## src/hw/rtl/bvc_pkg.sv

```systemverilog
// Shared types, constants and letter tables for the bilingual Vigenere cipher.
// No dependencies; every other file takes its names from here by scoped reference.
package bvc_pkg;

   localparam int MAX_KEY_DEFAULT = 64;
   localparam int CHAR_W          = 16;
   localparam int SHIFT_W         = 6;
   localparam int LEN_W           = 6;

   localparam logic [LEN_W-1:0] ENG_LEN = LEN_W'(26);
   localparam logic [LEN_W-1:0] RUS_LEN = LEN_W'(33);

   // Item operation codes
   localparam logic OP_KEY  = 1'b0;
   localparam logic OP_TEXT = 1'b1;

   // Direction register codes
   localparam logic DIR_ENCRYPT = 1'b0;
   localparam logic DIR_DECRYPT = 1'b1;

   // Code points
   localparam logic [CHAR_W-1:0] ENG_UP_A   = 16'h0041;
   localparam logic [CHAR_W-1:0] ENG_UP_Z   = 16'h005A;
   localparam logic [CHAR_W-1:0] ENG_LO_A   = 16'h0061;
   localparam logic [CHAR_W-1:0] ENG_LO_Z   = 16'h007A;
   localparam logic [CHAR_W-1:0] RUS_UP_A   = 16'h0410;
   localparam logic [CHAR_W-1:0] RUS_UP_YA  = 16'h042F;
   localparam logic [CHAR_W-1:0] RUS_UP_YO  = 16'h0401;
   localparam logic [CHAR_W-1:0] RUS_LO_A   = 16'h0430;
   localparam logic [CHAR_W-1:0] RUS_LO_YA  = 16'h044F;
   localparam logic [CHAR_W-1:0] RUS_LO_YO  = 16'h0451;
   // YO sits at this place in the alphabet, between YE and ZHE
   localparam logic [SHIFT_W-1:0] RUS_YO_IDX = SHIFT_W'(6);

   typedef enum logic [2:0] {
      CLS_NONE,
      CLS_ENG_UP,
      CLS_ENG_LO,
      CLS_RUS_UP,
      CLS_RUS_LO
   } alpha_class_type;

   typedef struct packed {
      alpha_class_type       cls;
      logic [SHIFT_W-1:0]    idx;
   } letter_info_type;

   // Map a code unit onto its alphabet and index within it
   function automatic letter_info_type classify(input logic [CHAR_W-1:0] c);
      letter_info_type    r;
      logic [SHIFT_W-1:0] off;
      r.cls = CLS_NONE;
      r.idx = '0;
      off   = '0;
      priority if (c >= ENG_UP_A && c <= ENG_UP_Z) begin
         r.cls = CLS_ENG_UP;
         r.idx = SHIFT_W'(c - ENG_UP_A);
      end else if (c >= ENG_LO_A && c <= ENG_LO_Z) begin
         r.cls = CLS_ENG_LO;
         r.idx = SHIFT_W'(c - ENG_LO_A);
      end else if (c == RUS_UP_YO) begin
         r.cls = CLS_RUS_UP;
         r.idx = RUS_YO_IDX;
      end else if (c >= RUS_UP_A && c <= RUS_UP_YA) begin
         r.cls = CLS_RUS_UP;
         off   = SHIFT_W'(c - RUS_UP_A);
         r.idx = (off >= RUS_YO_IDX) ? off + SHIFT_W'(1) : off;
      end else if (c == RUS_LO_YO) begin
         r.cls = CLS_RUS_LO;
         r.idx = RUS_YO_IDX;
      end else if (c >= RUS_LO_A && c <= RUS_LO_YA) begin
         r.cls = CLS_RUS_LO;
         off   = SHIFT_W'(c - RUS_LO_A);
         r.idx = (off >= RUS_YO_IDX) ? off + SHIFT_W'(1) : off;
      end else begin
         r.cls = CLS_NONE;
      end
      return r;
   endfunction

   // Rebuild a code unit from alphabet and index
   function automatic logic [CHAR_W-1:0] letter_at(input alpha_class_type cls,
                                                 input logic [SHIFT_W-1:0] idx);
      logic [CHAR_W-1:0] base;
      logic [CHAR_W-1:0] yo;
      logic [CHAR_W-1:0] code;
      base = ENG_UP_A;
      yo   = RUS_UP_YO;
      code = '0;
      unique case (cls)
         CLS_ENG_UP: base = ENG_UP_A;
         CLS_ENG_LO: base = ENG_LO_A;
         CLS_RUS_UP: begin
            base = RUS_UP_A;
            yo   = RUS_UP_YO;
         end
         CLS_RUS_LO: begin
            base = RUS_LO_A;
            yo   = RUS_LO_YO;
         end
         default:    base = ENG_UP_A;
      endcase
      if (cls == CLS_RUS_UP || cls == CLS_RUS_LO) begin
         priority if (idx < RUS_YO_IDX) begin
            code = base + CHAR_W'(idx);
         end else if (idx == RUS_YO_IDX) begin
            code = yo;
         end else begin
            code = base + CHAR_W'(idx) - CHAR_W'(1);
         end
      end else begin
         code = base + CHAR_W'(idx);
      end
      return code;
   endfunction

endpackage

```

## src/hw/rtl/bvc_req_if.sv

```systemverilog
// Request channel carrying key and text items into the cipher.
// Depends on bvc_pkg for the code unit width.
interface bvc_req_if;
   logic                        valid;
   logic                        ready;
   logic                        operation;
   logic [bvc_pkg::CHAR_W-1:0]  char_code;
   logic                        restart;

   modport source (output valid, output operation, output char_code, output restart,
                   input ready);
   modport sink   (input valid, input operation, input char_code, input restart,
                   output ready);
endinterface

```

## src/hw/rtl/bvc_rsp_if.sv

```systemverilog
// Response channel carrying ciphered text items out of the cipher.
// Depends on bvc_pkg for the code unit width.
interface bvc_rsp_if;
   logic                        valid;
   logic                        ready;
   logic [bvc_pkg::CHAR_W-1:0]  out_char;
   logic                        ciphered;

   modport source (output valid, output out_char, output ciphered, input ready);
   modport sink   (input valid, input out_char, input ciphered, output ready);
endinterface

```

## src/hw/rtl/bilingual_vigenere_cipher.sv

```systemverilog
// Streaming Vigenere cipher over UTF-16 code units, English and Russian alphabets.
// Depends on bvc_pkg, bvc_req_if and bvc_rsp_if.
//
// Usage:
//   req_ch  - items in. operation selects a key character (stored as a shift) or
//             a text character (ciphered). restart clears the key on a key item
//             and rewinds the key position on a text item.
//   rsp_ch  - one item out per text item: out_char and the ciphered flag. Key
//             items give nothing out.
//   csr_*   - direction register (0 encrypt, 1 decrypt); write only while idle.
// Timing:
//   A text item passes from the lookup stage into the output register and then
//   out on rsp_ch. Throughput is one item per cycle unless rsp_ch stalls; the
//   key store is a single-port memory read once per text item and written once
//   per stored key letter, and the key counters advance at acceptance, so items
//   follow back to back with no bubble.
// Reset:
//   Clears the key count, key position, direction and both pipeline valids.
//   The key store itself is not cleared; only entries below the count are used.
// Back-pressure:
//   When rsp_ch stalls the result holds in the output register; one more text
//   item may wait in the lookup stage, after which req_ch.ready drops.
module bilingual_vigenere_cipher #(
   parameter int MAX_KEY = bvc_pkg::MAX_KEY_DEFAULT
) (
   input  logic          clock,
   input  logic          reset,
   bvc_req_if.sink       req_ch,
   bvc_rsp_if.source     rsp_ch,
   input  logic          csr_wr_en,
   input  logic          csr_wr_data
);

   localparam int AW = (MAX_KEY > 1) ? $clog2(MAX_KEY) : 1;
   localparam int CW = $clog2(MAX_KEY + 1);
   localparam logic [CW-1:0] KEY_CAP = CW'(MAX_KEY);

   // Key shift store: one entry per key letter
   logic [bvc_pkg::SHIFT_W-1:0] key_mem [MAX_KEY];

   logic [CW-1:0]               key_count_ff, key_count_in;
   logic [AW-1:0]               key_pos_ff, key_pos_in;
   logic                        direction_ff, direction_in;

   // Lookup stage: holds the text item while the shift is read
   logic                        s1_valid_ff, s1_valid_in;
   logic [bvc_pkg::CHAR_W-1:0]  s1_char_ff;
   bvc_pkg::alpha_class_type    s1_cls_ff;
   logic [bvc_pkg::SHIFT_W-1:0] s1_idx_ff;
   logic                        s1_live_ff;
   logic [bvc_pkg::SHIFT_W-1:0] rd_shift_ff;

   // Output register
   logic                        rsp_valid_ff, rsp_valid_in;
   logic [bvc_pkg::CHAR_W-1:0]  rsp_char_ff;
   logic                        rsp_ciph_ff;

   logic                        out_free, s1_move, acc, acc_key, acc_text;
   bvc_pkg::letter_info_type    info;
   logic                        is_letter, key_wr;
   logic [CW-1:0]               count_base;
   logic [AW-1:0]               pos_base, pos_rd;
   logic [CW-1:0]               pos_next;

   logic [bvc_pkg::LEN_W-1:0]   len;
   logic [bvc_pkg::LEN_W-1:0]   shift;
   logic [bvc_pkg::LEN_W:0]     raw;
   logic [bvc_pkg::LEN_W-1:0]   new_idx;
   logic [bvc_pkg::CHAR_W-1:0]  out_char_c;

   // ---------------------------------------------------------------- handshake
   assign out_free     = !rsp_valid_ff || rsp_ch.ready;
   assign s1_move      = s1_valid_ff && out_free;
   assign req_ch.ready = !s1_valid_ff || out_free;
   assign acc          = req_ch.valid && req_ch.ready;
   assign acc_key      = acc && (req_ch.operation == bvc_pkg::OP_KEY);
   assign acc_text     = acc && (req_ch.operation == bvc_pkg::OP_TEXT);

   // ---------------------------------------------------------------- accept stage
   always_comb begin
      info       = bvc_pkg::classify(req_ch.char_code);
      is_letter  = (info.cls != bvc_pkg::CLS_NONE);
      // restart on a key item empties the key before this letter is stored
      count_base = req_ch.restart ? '0 : key_count_ff;
      key_wr     = acc_key && is_letter && (count_base < KEY_CAP);
      // restart on a text item rewinds the key position
      pos_base   = req_ch.restart ? '0 : key_pos_ff;
      pos_rd     = (CW'(pos_base) < key_count_ff) ? pos_base : '0;
      pos_next   = CW'(pos_rd) + CW'(1);

      key_count_in = key_count_ff;
      key_pos_in   = key_pos_ff;
      if (acc_key) begin
         key_count_in = key_wr ? count_base + CW'(1) : count_base;
         if (req_ch.restart) begin
            key_pos_in = '0;
         end
      end else if (acc_text) begin
         if (is_letter && key_count_ff != '0) begin
            // advance cyclically past each ciphered letter
            key_pos_in = (pos_next >= key_count_ff) ? '0 : pos_next[AW-1:0];
         end else begin
            key_pos_in = pos_base;
         end
      end
   end

   assign direction_in = csr_wr_en ? csr_wr_data : direction_ff;

   // Key store: write on a stored key letter, read on every text item
   always_ff @(posedge clock) begin
      if (key_wr) begin
         key_mem[count_base[AW-1:0]] <= info.idx;
      end
      if (acc_text) begin
         rd_shift_ff <= key_mem[pos_rd];
      end
   end

   // ---------------------------------------------------------------- shift stage
   always_comb begin
      len = (s1_cls_ff == bvc_pkg::CLS_ENG_UP || s1_cls_ff == bvc_pkg::CLS_ENG_LO) ?
            bvc_pkg::ENG_LEN : bvc_pkg::RUS_LEN;
      // a Russian key letter can exceed the English alphabet: fold it once
      shift = (rd_shift_ff >= len) ? rd_shift_ff - len : rd_shift_ff;
      if (direction_ff == bvc_pkg::DIR_DECRYPT) begin
         raw = {1'b0, s1_idx_ff} + {1'b0, len} - {1'b0, shift};
      end else begin
         raw = {1'b0, s1_idx_ff} + {1'b0, shift};
      end
      new_idx    = (raw >= {1'b0, len}) ? bvc_pkg::LEN_W'(raw - {1'b0, len})
                                        : raw[bvc_pkg::LEN_W-1:0];
      out_char_c = s1_live_ff ? bvc_pkg::letter_at(s1_cls_ff, new_idx) : s1_char_ff;
   end

   always_comb begin
      s1_valid_in = s1_valid_ff;
      if (acc_text) begin
         s1_valid_in = 1'b1;
      end else if (s1_move) begin
         s1_valid_in = 1'b0;
      end
      rsp_valid_in = rsp_valid_ff;
      if (s1_move) begin
         rsp_valid_in = 1'b1;
      end else if (rsp_ch.ready) begin
         rsp_valid_in = 1'b0;
      end
   end

   // Control registers
   always_ff @(posedge clock) begin
      if (reset) begin
         key_count_ff <= '0;
         key_pos_ff   <= '0;
         direction_ff <= bvc_pkg::DIR_ENCRYPT;
         s1_valid_ff  <= 1'b0;
         rsp_valid_ff <= 1'b0;
      end else begin
         key_count_ff <= key_count_in;
         key_pos_ff   <= key_pos_in;
         direction_ff <= direction_in;
         s1_valid_ff  <= s1_valid_in;
         rsp_valid_ff <= rsp_valid_in;
      end
   end

   // Payload registers: load on accept or on a move to output, hold otherwise
   always_ff @(posedge clock) begin
      if (acc_text) begin
         s1_char_ff <= req_ch.char_code;
         s1_cls_ff  <= info.cls;
         s1_idx_ff  <= info.idx;
         s1_live_ff <= is_letter && (key_count_ff != '0);
      end
      if (s1_move) begin
         rsp_char_ff <= out_char_c;
         rsp_ciph_ff <= s1_live_ff;
      end
   end

   assign rsp_ch.valid    = rsp_valid_ff;
   assign rsp_ch.out_char = rsp_char_ff;
   assign rsp_ch.ciphered = rsp_ciph_ff;

endmodule

```

## src/flat_wrapper.sv

```systemverilog
// flat-port wrapper written by rule: the top's interface ports become plain ports
module bilingual_vigenere_cipher_flat 
#(
   parameter int MAX_KEY = bvc_pkg::MAX_KEY_DEFAULT
)
  (clock, reset, csr_wr_en, csr_wr_data, req_ch_valid, req_ch_operation, req_ch_char_code, req_ch_restart, req_ch_ready, rsp_ch_valid, rsp_ch_out_char, rsp_ch_ciphered, rsp_ch_ready);
  bvc_req_if req_ch_i ();
  bvc_rsp_if rsp_ch_i ();
  input  logic clock;
  input  logic reset;
  input  logic csr_wr_en;
  input  logic csr_wr_data;
  input wire logic [$bits(req_ch_i.valid)-1:0] req_ch_valid;
  input wire logic [$bits(req_ch_i.operation)-1:0] req_ch_operation;
  input wire logic [$bits(req_ch_i.char_code)-1:0] req_ch_char_code;
  input wire logic [$bits(req_ch_i.restart)-1:0] req_ch_restart;
  output wire logic [$bits(req_ch_i.ready)-1:0] req_ch_ready;
  output wire logic [$bits(rsp_ch_i.valid)-1:0] rsp_ch_valid;
  output wire logic [$bits(rsp_ch_i.out_char)-1:0] rsp_ch_out_char;
  output wire logic [$bits(rsp_ch_i.ciphered)-1:0] rsp_ch_ciphered;
  input wire logic [$bits(rsp_ch_i.ready)-1:0] rsp_ch_ready;
  assign req_ch_i.valid = req_ch_valid;
  assign req_ch_i.operation = req_ch_operation;
  assign req_ch_i.char_code = req_ch_char_code;
  assign req_ch_i.restart = req_ch_restart;
  assign req_ch_ready = req_ch_i.ready;
  assign rsp_ch_valid = rsp_ch_i.valid;
  assign rsp_ch_out_char = rsp_ch_i.out_char;
  assign rsp_ch_ciphered = rsp_ch_i.ciphered;
  assign rsp_ch_i.ready = rsp_ch_ready;
  bilingual_vigenere_cipher #(.MAX_KEY(MAX_KEY)) u_core (.clock(clock), .reset(reset), .req_ch(req_ch_i), .rsp_ch(rsp_ch_i), .csr_wr_en(csr_wr_en), .csr_wr_data(csr_wr_data));
endmodule
```

## config.mk

```make
export PLATFORM = sky130hd
export DESIGN_NAME = bilingual_vigenere_cipher_flat
export DESIGN_NICKNAME = d
export VERILOG_FILES = /design/src/hw/rtl/bvc_pkg.sv /design/src/hw/rtl/bvc_req_if.sv /design/src/hw/rtl/bvc_rsp_if.sv /design/src/hw/rtl/bilingual_vigenere_cipher.sv /design/src/flat_wrapper.sv
export SDC_FILE = /design/constraint.sdc
export NUM_CORES = 1
export LEC_CHECK = 0
export BUFFER_PORTS_ARGS = -buffer_cell sky130_fd_sc_hd__buf_2
export CAP_MARGIN = 20
export CORE_UTILIZATION = 40
export CTS_BUF_LIST = sky130_fd_sc_hd__clkbuf_2
export DETAILED_ROUTE_END_ITERATION = 16
export PLACE_DENSITY = 0.66
export REMOVE_ABC_BUFFERS = 1
export SYNTH_ARGS = -nofsm -noshare
export SYNTH_HDL_FRONTEND = slang
export SYNTH_SLANG_ARGS = --single-unit
```

## constraint.sdc

```tcl
create_clock -name clock -period 15.15 [get_ports clock]
set_input_delay 1.515 -clock clock [delete_from_list [all_inputs] [get_ports clock]]
set_output_delay 1.515 -clock clock [all_outputs]
set_load 0.02 [all_outputs]
```

==> flow_metrics.env, run 1 <==
export IMPL_clockRootBuffer="clkbuf_2"
export IMPL_hold_viol_final=0
export IMPL_grt_pass1_vias=14300
export IMPL_combinationalPowerShare_pct=8.7
export IMPL_rsz0062_at_grt="no"
export IMPL_drtIter0Drc=1507
export IMPL_seq_power_share_pct=59.4
export IMPL_io_pins=43
export IMPL_clockBufferDepth=3
export IMPL_grt_max_degree=69
export IMPL_worst_pin_slew_ps=993
export IMPL_grt_usage_pct=20.5
export IMPL_min_delay_start="u_core.key_count_ff[6]"
export IMPL_cap_violations=0
export IMPL_yosys_warnings=0
export IMPL_report_final_slew_viol_count=0
export IMPL_power_internal_mw=1.68
export IMPL_synth_top_area_share_pct=62.1
export IMPL_initial_core_util_pct=40.7
export IMPL_clock_skew_ps=144
export IMPL_wl_met1_mm=23.7
export IMPL_yosysSeqAreaShare_pct=63.6
export IMPL_ys_seq_elements=449
export IMPL_setup_viol=0
export IMPL_slew_limit_headroom_pct=33.5
export IMPL_synthFlopType="edfxtp_1"
export IMPL_min_to="u_core.key_count_ff[6]"
export IMPL_cts_htree_levels=3
export IMPL_criticalPathCategory="flip-flop to flip-flop"
export IMPL_max_vdd_ir_drop_mv=0.0434
export IMPL_grt_ovfl_total=0
export IMPL_final_antenna_net_count=0
export IMPL_whs_ps=500
export IMPL_cp_start_kind="flip-flop"
export IMPL_wirelength_mm=54.7
export IMPL_end_kind="flip-flop"
export IMPL_status="finished clean"
export IMPL_synthTopCellsByArea="edfxtp_1 62%, nand2_1 5.4%, nor2_1 3.3%"
export IMPL_postCtsHoldBufs=0
export IMPL_dr_total_vias=14900
export IMPL_slowest_delay_ps=510
export IMPL_crit_slowest_cell="a21oi_1"
export IMPL_clock_sinks=449
export IMPL_dpl_cell_count=2442
export IMPL_insertion_delay_ps=1140
export IMPL_ctsResizeCount=0
export IMPL_gp_congestion=0.894
export IMPL_num_rows=83
export IMPL_die_area_sq_mm=0.0533
export IMPL_port_buffers=42
export IMPL_wl_met2_mm=25.0
export IMPL_layoutNonFillerInstCount=2613
export IMPL_antenna_found_initial=3
export IMPL_r2r_end="u_core.rsp_ch.out_char[3]"
export IMPL_post_synth_top_count_cell="edfxtp_1"
export IMPL_async_reset_ff_share_pct=0
export IMPL_drc=0
export IMPL_netlist_instances=1787
export IMPL_power_switching_mw=0.596
export IMPL_rr_worst_depth=29
export IMPL_power_density_mw_per_mm2=100
export IMPL_cpMostUsedCell="ha_1"
export IMPL_place_ws_ps=5730
export IMPL_holdPathStages=2
export IMPL_dr_wl_met3_mm=4.84
export IMPL_clkTransAtPathRegs_ps=110
export IMPL_rr_startpoint="u_core.s1_cls_ff[0]"
export IMPL_power_leakage_nw=7.58
export IMPL_tns_ps=0
export IMPL_drive_above_1_share_pct=13.7
export IMPL_syn_to_final_growth_pct=8.74
export IMPL_sw_frac_of_total_pct=26.2
export IMPL_setup_reg_to_reg_worst_slack_ps=5690
export IMPL_top_layer="met4"
export IMPL_clkPwrFrac_pct=32.0
export IMPL_syn_avg_cell_area_sq_um=11.7
export IMPL_min_path_type="flip-flop to flip-flop"
export IMPL_max_freq_mhz=106
export IMPL_setup_ws_ps=5690
export IMPL_min_period_ps=9460
export IMPL_crit_required_ps=16010
export IMPL_firstDrtPassIters=8
export IMPL_syn_cell_area_sq_mm=0.0209
export IMPL_dp_hpwl_mm=34.1
export IMPL_utilization_pct=44.2
export IMPL_synth_distinct_cells=90
export IMPL_nets=1954
export IMPL_crit_fanout=22
export IMPL_synth_commonest_cells="433 x edfxtp_1, 299 x nand2_1, 186 x nor2_1, 97 x a21oi_1, 76 x o21ai_0"
export IMPL_die_x_um=231
export IMPL_drt_wirelength_per_cell_um=20.9
export IMPL_post_cts_buffers=0
export IMPL_cts_buffers_inserted=106
export IMPL_synth_edf_count=433
export IMPL_min_period_over_period_pct=62.4
export IMPL_core_area_sq_mm=0.0515
export IMPL_drt_vias_per_instance=5.69
export IMPL_cts_tree="done"
export IMPL_fp_dieH_um=231
export IMPL_grt_pass1_wl_mm=83.9
export IMPL_synth_largest_area_cell="edfxtp_1"
export IMPL_cp_arrival_ps=10320
[power by group through the flow]
stage / Combinational (mW) / Clock, mW / Sequential [mW]
6_report: 0.198 / 0.729 / 1.35
5_1_grt: 0.218 / 0.805 / 1.35
4_1_cts: 0.196 / 0.747 / 1.35
3_5_place_dp: 0.195 / 0 / 1.38
3_3_place_gp: 0.192 / 0 / 1.38
2_1_floorplan: 0.141 / 0 / 1.38
[cells by family after synthesis]
| logic type | share of synthesized area [%] |
|---|---|
| simple gates | 15.2 |
| flops | 63.6 |
| compound gates | 12.1 |
| buf+inv | 2.91 |
| fa+ha+maj | 3.87 |
| xor+xnor | 1.19 |
| mux | 1.13 |
[layout make-up]
type                       count  area (sq um)
antenna                        3          7.51
tap                          680           851
multi-input combinational   1187          7130
sequential                   449         13300
clock inverter                25           126
fill                        4816         28700
inverter                      58           218
timing repair buffer          68           405
clock buffer                 143           716
[through the flow]
stage          power, mW  area (sq um)
2_1_floorplan       1.53         20600
3_3_place_gp        1.57         21900
3_5_place_dp        1.58         21900
4_1_cts             2.30         22800
5_1_grt             2.38         22800
6_report            2.28         22800
[worst max-delay path, delay by kind of cell (launching register included)]
kind / cells / cell delay, ps
compound gates: 11 / 2930
xor+xnor: 2 / 650
fa+ha+maj: 6 / 2110
buf+inv: 3 / 860
flops: 1 / 450
mux: 4 / 1240
simple gates: 3 / 960
[layout by cell type, fill, tap and decap left out, drive strengths merged, types with 6 or more instances in the layout]
cell type	netlist	routed
nor3b	7	7
nor2b	22	22
dfxtp	16	16
xor2	9	9
ha	52	52
edfxtp	433	433
fa	8	8
nand4b	6	6
o22ai	23	23
nor3	27	27
inv	57	60
xnor2	17	17
a32oi	33	33
nand3	66	66
nor2	188	188
o31ai	17	17
mux2i	12	12
mux2	6	6
nand2	299	299
a21o	8	8
o21ai	80	80
a22oi	7	7
and4	6	6
nor4	8	8
and3	18	18
clkbuf	73	143
a31oi	9	9
nand2b	14	14
a21oi	97	97
o41ai	11	11
and2	7	7
buf	20	68
clkinv	1	23
nand4	17	17
o211ai	34	34
a41oi	7	7
[routing by layer]
| metal | vias up | track usage (%) |
|---|---|---|
| li1 | 6856 | - |
| met1 | 7211 | 28.8 |
| met2 | 710 | 31.7 |
| met3 | 104 | 4.37 |
| met4 | 0 | 6.46 |
| met5 | - | 0 |
[state kept, by name (all words and copies together) (netlist names)]
| signal | count |
|---|---|
| u_core.rsp_ch.ciphered | 1 |
| u_core.rd_shift_ff | 6 |
| u_core.rsp_ch.valid | 1 |
| u_core.key_pos_ff | 6 |
| u_core.s1_cls_ff | 3 |
| u_core.s1_idx_ff | 6 |
| u_core.rsp_ch.out_char | 16 |
| u_core.key_count_ff | 7 |
| u_core.key_mem | 384 |
| u_core.s1_valid_ff | 1 |
| u_core.direction_ff | 1 |
| u_core.s1_char_ff | 16 |
| u_core.s1_live_ff | 1 |
[worst max-delay path by stage]
stage	startpoint	end	slack, ps	cells past startpoint
2_1_floorplan	req_ch_restart	u_core.key_pos_ff[0]	4790	14
3_3_place_gp	u_core.s1_cls_ff[0]	u_core.rsp_ch.out_char[3]	5960	29
3_5_place_dp	u_core.s1_cls_ff[0]	u_core.rsp_ch.out_char[3]	5730	29
4_1_cts	u_core.s1_cls_ff[0]	u_core.rsp_ch.out_char[3]	5700	29
5_1_grt	u_core.s1_cls_ff[0]	u_core.rsp_ch.out_char[3]	4780	29
6_report	u_core.s1_cls_ff[0]	u_core.rsp_ch.out_char[3]	5690	29
Power figures use the tool's default switching activity.
==> inputs of run 2 (changes only) <==
==> constraint.sdc (replaced) <==
create_clock -name clock -period 9.56 [get_ports clock]
set_input_delay 0.956 -clock clock [delete_from_list [all_inputs] [get_ports clock]]
set_output_delay 0.956 -clock clock [all_outputs]
set_load 0.02 [all_outputs]
==> run 2 against run 1 <==
Critical path depth grew 3. Fmax rose by 9.1%. Core utilization increased by 0.60 points. Routed wire length rose by 1.1%. Via count rose by 0.99%. Global-route usage grew 0.26 points. Sequential share of layout area fell by 0.78 points. Worst setup slack worse by 4800 ps. Critical path type unchanged. Critical endpoint unchanged. Largest power group unchanged.
==> flow_metrics.env, run 2 (synthesis results as in run 1) <==
export IMPL_status="finished clean"
export IMPL_max_freq_mhz=115
export IMPL_utilization_pct=44.8
export IMPL_clock_sinks=449
export IMPL_initial_core_util_pct=40.7
export IMPL_drtIter0Drc=1583
export IMPL_largest_register_ffs=384
export IMPL_num_rows=83
export IMPL_firstDrtPassIters=6
export IMPL_drive_above_1_share_pct=14.2
export IMPL_fin_area_sq_mm=0.0231
export IMPL_rr_startpoint="u_core.s1_cls_ff[0]"
export IMPL_port_buffers=42
export IMPL_crit_slowest_cell="xnor3_1"
export IMPL_setup_reg_to_reg_worst_slack_ps=890
export IMPL_crit_start="u_core.s1_cls_ff[0]"
export IMPL_crit_required_ps=10440
export IMPL_cts_htree_levels=3
export IMPL_die_area_sq_mm=0.0533
export IMPL_grt_usage_pct=20.8
export IMPL_crit_path_end="u_core.rsp_ch.out_char[3]"
export IMPL_post_cts_buffers=0
export IMPL_power_leakage_nw=7.70
export IMPL_crit_fanout=13
export IMPL_end_kind="flip-flop"
export IMPL_cp_arrival_ps=9550
export IMPL_min_path_type="primary input to flip-flop"
export IMPL_clockRootBuffer="clkbuf_2"
export IMPL_cap_violations=0
export IMPL_slew_limit_headroom_pct=26.6
export IMPL_place_ws_ps=723
export IMPL_grt_pass1_wl_mm=84.5
export IMPL_min_period_ps=8670
export IMPL_min_period_over_period_pct=90.7
export IMPL_drc=0
export IMPL_cts_tree="done"
export IMPL_cpMostUsedCell="ha_1"
export IMPL_cp_start_kind="flip-flop"
export IMPL_drt_wirelength_per_cell_um=20.8
export IMPL_dp_hpwl_mm=34.3
export IMPL_nets=1971
export IMPL_worst_pin_slew_ps=1090
export IMPL_insertion_delay_ps=1180
export IMPL_criticalPathCategory="flip-flop to flip-flop"
export IMPL_dpl_cell_count=2445
export IMPL_rsz0062_at_grt="no"
export IMPL_slowest_delay_ps=500
export IMPL_io_pins=43
export IMPL_hold_viol_final=0
export IMPL_cts_buffers_inserted=108
export IMPL_power_density_mw_per_mm2=161
export IMPL_antenna_found_initial=3
export IMPL_placed_area_sq_mm=0.0219
export IMPL_syn_to_final_growth_pct=10.2
export IMPL_dr_total_vias=15000
export IMPL_setup_ws_ps=891
export IMPL_grt_max_degree=69
export IMPL_grt_pass1_vias=14700
export IMPL_grt_ovfl_total=0
export IMPL_wirelength_mm=55.3
export IMPL_max_vdd_ir_drop_mv=0.0801
export IMPL_fp_dieH_um=231
export IMPL_die_x_um=231
export IMPL_final_antenna_net_count=0
export IMPL_clockBufferDepth=3
export IMPL_drt_vias_per_instance=5.65
export IMPL_setup_viol=0
export IMPL_tns_ps=0
export IMPL_r2r_end="u_core.rsp_ch.out_char[3]"
export IMPL_final_common_cell="edfxtp_1"
export IMPL_layoutNonFillerInstCount=2661
export IMPL_n_fill_cell=4879
export IMPL_gp_congestion=0.927
export IMPL_report_final_slew_viol_count=0
export IMPL_rr_worst_depth=32
export IMPL_core_area_sq_mm=0.0515
export IMPL_clock_skew_ps=106
export IMPL_clkTransAtPathRegs_ps=90
export IMPL_layout_common_cells="433 x edfxtp_1, 297 x nand2_1, 185 x nor2_1, 152 x clkbuf_2, 96 x a21oi_1"
-- run 2: cell count changes in the layout (fill, tap and decap cells not counted), sizes merged --
cell and change:
clkinv +18, buf +3, dlygate4sd3 +12, inv +1, diode +1, clkbuf +9, clkinvlp +3, bufinv +1
-- run 2: per-layer routing --
metal	vias up	part of all wire [%]	global-route usage, %	wire length [um]
met5	-	0	0	0
met4	0	3.0	8.63	1640
met3	124	8.9	4.71	4910
met2	687	46	32.5	25400
met1	7286	42	27.9	23300
li1	6932	-	-	-
-- run 2: critical path: cells and delay by family (launching register included) --
family	cells	cell delay, ps
fa+ha+maj	7	2430
simple gates	4	680
mux	4	1120
compound gates	11	2300
xor+xnor	2	670
flops	1	440
buf+inv	4	780
-- run 2: final cells by class --
type                            instances  area [sq um]  area share (%)
Multi-Input combinational cell       1187          7130            30.9
Inverter                               58           221           0.959
Sequential cell                       449         13300            57.7
Tap cell                              680           851            3.69
Clock inverter                         48           244            1.06
Antenna cell                            4          10.0          0.0434
Clock buffer                          152           761            3.30
Timing Repair Buffer                   83           548            2.37
-- run 2: where the power goes --
part	leakage, nW	internal (mW)	switching, mW
sequential	3.35	2.14	0.00443
clock	0.746	0.472	0.788
combinational	3.61	0.126	0.191
-- run 2: what timing repair did --
action	in CTS	in global routing
endpoints found under the hold margin	11	0
resized for setup	0	1
endpoints found under the setup margin	0	1
hold buffers	12	0
-- run 2: worst min path at each step --
stage | cells past startpoint | end | start
finish | 4 | u_core.rsp_ch.valid | rsp_ch_ready
detailed placement | 2 | u_core.key_count_ff[6] | u_core.key_count_ff[6]
global route | 1 | u_core.s1_char_ff[4] | req_ch_char_code[4]
global placement | 2 | u_core.key_count_ff[6] | u_core.key_count_ff[6]
floorplan | 2 | u_core.key_count_ff[6] | u_core.key_count_ff[6]
CTS | 4 | u_core.rsp_ch.valid | rsp_ch_ready
-- run 2: through the flow --
step                      hold slack (ps)  power (mW)
after floorplan                       443        2.42
after global placement                466        2.49
after detailed placement              473        2.50
after CTS                            26.0        3.76
after global routing                 24.4        3.89
final                                 133        3.72
